$ cat config.mk
export PLATFORM = sky130hd
export DESIGN_NAME = gbw_cell
export DESIGN_NICKNAME = d
export VERILOG_FILES = /design/src/hw/rtl/gbw_pkg.sv /design/src/hw/rtl/gbw_cell.sv
export SDC_FILE = /design/constraint.sdc
export NUM_CORES = 1
export LEC_CHECK = 0
export BUFFER_PORTS_ARGS = -buffer_cell sky130_fd_sc_hd__buf_2
export CAP_MARGIN = 15
export CORE_MARGIN = 5
export CORE_UTILIZATION = 60
export CTS_CLUSTER_DIAMETER = 40
export DETAILED_ROUTE_END_ITERATION = 6
export PLACE_DENSITY = 0.9
export SYNTH_ARGS = -nofsm -noshare
export SYNTH_HDL_FRONTEND = slang
export SYNTH_SLANG_ARGS = --single-unit
export TNS_END_PERCENT = 5
$ cat constraint.sdc
create_clock -name i_clk -period 14.1 [get_ports i_clk]
set_input_delay 2.115 -clock i_clk [delete_from_list [all_inputs] [get_ports i_clk]]
set_output_delay 2.115 -clock i_clk [all_outputs]
set_load 0.05 [all_outputs]
$ cat src/hw/rtl/gbw_pkg.sv
package gbw_pkg;

    localparam int RADIUS    = 2;
    localparam int SPAN      = 2 * RADIUS + 1;
    localparam int LINES     = 2 * RADIUS;
    localparam int MAX_WIDTH = 1024;
    localparam int MAX_ROWS  = 4096;
    localparam int ADDR_W    = $clog2(MAX_WIDTH);
    localparam int PIX_W     = 24;
    localparam int WGT_W     = 16;
    localparam int PROD_W    = 8 + WGT_W;
    localparam int ROWSUM_W  = PROD_W + $clog2(SPAN);
    localparam int SUM_W     = ROWSUM_W + $clog2(SPAN);
    localparam int NUM_WGT   = 6;
    localparam int SAT_MAX   = 255;

    // configuration register indexes
    localparam logic [2:0] REG_WIDTH     = 3'd0;
    localparam logic [2:0] REG_HEIGHT    = 3'd1;
    localparam logic [2:0] REG_W_CENTER  = 3'd2;
    localparam logic [2:0] REG_W_DIAG_TWO = 3'd7;

    typedef struct packed {
        logic [7:0] red_in;
        logic [7:0] green_in;
        logic [7:0] blue_in;
    } t_pix_in;

    typedef struct packed {
        logic [7:0]  red_out;
        logic [7:0]  green_out;
        logic [7:0]  blue_out;
        logic [9:0]  out_column;
        logic [11:0] out_row;
        logic        frame_last;
    } t_pix_out;

    typedef struct packed {
        logic [PROD_W-1:0] r;
        logic [PROD_W-1:0] g;
        logic [PROD_W-1:0] b;
    } t_prod;

    typedef logic [LINES*PIX_W-1:0] t_line_word;

    // distance class of a window position, index into the weight registers
    function automatic logic [2:0] weight_class(input int r, input int c);
        int a;
        int b;
        int lo;
        int hi;
        a  = (r < RADIUS) ? RADIUS - r : r - RADIUS;
        b  = (c < RADIUS) ? RADIUS - c : c - RADIUS;
        lo = (a < b) ? a : b;
        hi = (a < b) ? b : a;
        if (lo == 0) begin
            return (hi == 0) ? 3'd0 : ((hi == 1) ? 3'd1 : 3'd2);
        end else if (lo == 1) begin
            return (hi == 1) ? 3'd3 : 3'd4;
        end
        return 3'd5;
    endfunction

endpackage

$ cat src/hw/rtl/gbw_cell.sv
module gbw_cell import gbw_pkg::*; (
    input  logic             i_clk,
    input  logic             i_shift,
    input  logic             i_cap,
    input  logic [PIX_W-1:0] i_pix,
    input  logic [WGT_W-1:0] i_weight,
    output logic [PIX_W-1:0] o_pix,
    output t_prod            o_prod
);

    logic [PIX_W-1:0] r_pix;
    t_prod            r_prod;

    always_ff @(posedge i_clk) begin
        if (i_shift) begin
            r_pix <= i_pix;
        end
        if (i_cap) begin
            r_prod.r <= r_pix[23:16] * i_weight;
            r_prod.g <= r_pix[15:8] * i_weight;
            r_prod.b <= r_pix[7:0] * i_weight;
        end
    end

    assign o_pix  = r_pix;
    assign o_prod = r_prod;

endmodule
==> flow_metrics.tcl <==
set metrics [dict create \
    io_buffer_count 138 \
    place.gp.congestion 0.898 \
    worstReg2RegStart "o_pix[2]" \
    start_kind "primary input" \
    clockBufferDepth 2 \
    crit_path_frequent_cell "fa_1" \
    die_w_um 169 \
    die_y_um 169 \
    yosys_warnings 0 \
    synth_seq_area_share 0.191 \
    rows 58 \
    holdBufCountCts 0 \
    pin_count 139 \
    antenna_found_initial 1 \
    total_power_uw 3450 \
    leakage_uw 0.00805 \
    numCtsBuffers 9 \
    dpl_cell_area_um2 16000 \
    dr_total_vias 10918 \
    cts_setup_buffers 0 \
    grt_pass1_wl_mm 56.6 \
    place_ws_ps 7260 \
    hold_depth 1 \
    drcViolationCount 0 \
    fillers 1891 \
    avgSynthCellArea_um2 9.87 \
    path_clk_slew_ps 70 \
    syn2layout_area_growth_pct 7.52 \
    ys_types 50 \
    critPathBufInv 4 \
    synth_edf_count 96 \
    finalClockSkew_ps 7.20 \
    seqCellArea_um2 2880 \
    required_ps 14210 \
    synthCells 1532 \
    die_area_um2 28500 \
    status "finished, final reports clean" \
    crit_path_max_incr_delay_ps 560 \
    crit_slowest_cell "fa_1" \
    setup_slack_ps 7620 \
    fin_setup_tns_ps 0 \
    dp.final_hpwl_mm 25.5 \
    drv_slew 0 \
    grt_overflow 0 \
    synth_nets 1959 \
    hp-class "flip-flop to flip-flop" \
    wl_per_cell_um 17.0 \
    fin_area_um2 16300 \
    grt_usage 0.243 \
    htree_num_levels 3 \
    hp-start "o_pix[16]" \
    dr.pass1.iters 5 \
    via_per_inst 5.59 \
    ir_worst_vdd_mv 0.227 \
    ys_async_sr_fraction 0 \
    ys_ff_latch 96 \
    start_util 0.604 \
    grt_setup_unrepaired "false" \
    r2r_end "o_prod[23]" \
    cts_resized 0 \
    crit_family "adder cells" \
    antenna_left 0 \
    crit_path_end_kind "flip-flop" \
    cp_max_fo 24 \
    drt_wl_total_mm 33.1 \
    core_area_um2 25000 \
    reg2reg_slack_ps 8890 \
    r2r_cells 13 \
    cap_violations 0 \
    min_to "o_prod[48]" \
    drive_gt1_frac 0.0981 \
    grt_max_degree 73 \
    critical_path_class "primary input to flip-flop" \
    final_nets 2044 \
    worst_pin_slew_ps 955 \
    finalSetupViolations 0 \
    crit_chain "buf_2 > nand2_1 > fa_1 > inv_1 > fa_1 > fa_1 > inv_1 > fa_1 > inv_1 > ha_1 > a2111o_1 > o211ai_2 > a31oi_1 > a311o_1 > a211oi_2 > xnor2_1" \
    p_per_area_nw_per_um2 212 \
    hold_viol 0 \
    fin_crit_sh 0.459 \
    multi_input_area_um2 10900 \
    fin_crit_ps 6480 \
    cts_tree "done" \
    synth_area_um2 15100 \
    max_freq_mhz 154 \
    clk_latency_ps 360 \
    cts-root-buf "clkbuf_16" \
    drt_iter0_markers 774 \
    synth_ff_type "edfxtp_1" \
    hold_ws_ps 1000 \
    grt_pass1_vias 11860 \
    arrival_ps 6590 \
    cts.sinks 96 \
    slew_headroom 0.363 \
]
-- synthesized netlist by cell type, drive strengths merged (2+ instances only) --
cell type,n,area (um^2)
a21oi,51,255
xnor2,36,315
nand4,9,56.3
fa,252,5040
a221oi,4,41.3
and2,318,1990
a31oi,7,43.8
nor2b,7,43.8
edfxtp,96,2880
ha,132,1650
inv,300,1130
a21o,23,173
nor2,23,86.3
a21boi,2,15.0
clkbuf,61,229
a211oi,6,50.1
nand2b,2,12.5
nand3,8,40.0
o31ai,2,15.0
a41oi,2,17.5
xor2,17,149
buf,3,15.0
o31a,6,52.6
nor3,4,20.0
o21a,5,37.5
nor4,2,12.5
and3,6,37.5
nand2,95,357
o21bai,5,37.5
o21ai,29,145
a311o,2,20.0
o211ai,4,35.0
-- sequential cells by signal, indices dropped and copies added, names as in the netlist --
| register | count |
|---|---|
| o_pix | 24 |
| o_prod | 72 |
-- worst register-to-register path: stages (launching register included) --
cell,delay [ps]
edfxtp_1,820
nand2_1,170
fa_1,550
fa_1,570
fa_1,440
fa_1,490
inv_1,40
ha_1,350
a2111o_1,440
o211ai_2,160
a31oi_1,180
a311o_1,440
a211oi_2,250
xnor2_1,80
-- routing by layer --
metal | up-vias | GRT usage | wire [um]
met5 | - | 0 | 0
met4 | 0 | 0.0727 | 740
met3 | 80 | 0.0563 | 2640
met2 | 452 | 0.420 | 16700
met1 | 5465 | 0.307 | 13000
li1 | 4921 | - | -
-- through the flow --
stage                      util  cells
after global placement    0.639   1936
after global routing      0.649   1952
after CTS                 0.649   1951
final                     0.650   1953
after floorplan               -   1532
after detailed placement  0.639   1936
-- cells in the final DEF, fill, tap and decap left out, drive strengths merged, types with 3 or more instances in the layout --
master / Yosys / final
nand4: 9 / 9
o21a: 5 / 5
o211ai: 4 / 4
inv: 300 / 302
nand3: 8 / 8
a21o: 23 / 23
a211oi: 6 / 6
clkbuf: 61 / 9
xor2: 17 / 17
a21oi: 51 / 51
and2: 318 / 318
and3: 6 / 6
o21ai: 29 / 29
nand2: 95 / 95
fa: 252 / 252
nor2b: 7 / 7
nor3: 4 / 4
ha: 132 / 132
edfxtp: 96 / 96
clkinvlp: 0 / 3
xnor2: 36 / 36
nor2: 23 / 23
buf: 3 / 138
a31oi: 7 / 7
o31a: 6 / 6
o21bai: 5 / 5
a221oi: 4 / 4
-- worst max path at each step --
stage,start,endpoint,slack [ps],cells after the start
after floorplan,i_weight[8],o_prod[23],7730,14
after global placement,i_weight[6],o_prod[23],7380,16
after detailed placement,i_weight[6],o_prod[23],7260,16
after CTS,i_weight[6],o_prod[23],7640,16
after global routing,i_weight[6],o_prod[23],7440,16
final,i_weight[6],o_prod[23],7620,16
-- logic make-up after synthesis --
logic type / count (synthesis) / synth area share
AO/OA/AOI/OAI: 157 / 0.0678
XOR/XNOR: 53 / 0.0307
adder cells (fa/ha/maj): 384 / 0.443
buffers and inverters: 364 / 0.0906
flip-flops: 96 / 0.191
AND/OR/NAND/NOR: 478 / 0.178
-- power by group --
| group | internal, uW | switching (uW) |
|---|---|---|
| Sequential | 537 | 50.6 |
| Clock | 120 | 114 |
| Combinational | 1010 | 1620 |
| Total | 1660 | 1790 |
-- cell type report --
type                    count  area share
clock buffers               9      0.0138
multi-input cells        1072       0.669
repair buffers            138      0.0426
inverters                 300      0.0692
flip-flops and latches     96       0.177
diodes                      2    0.000308
well taps                 330      0.0254
clock inverters             6     0.00277
Power figures use the tool's default switching activity.
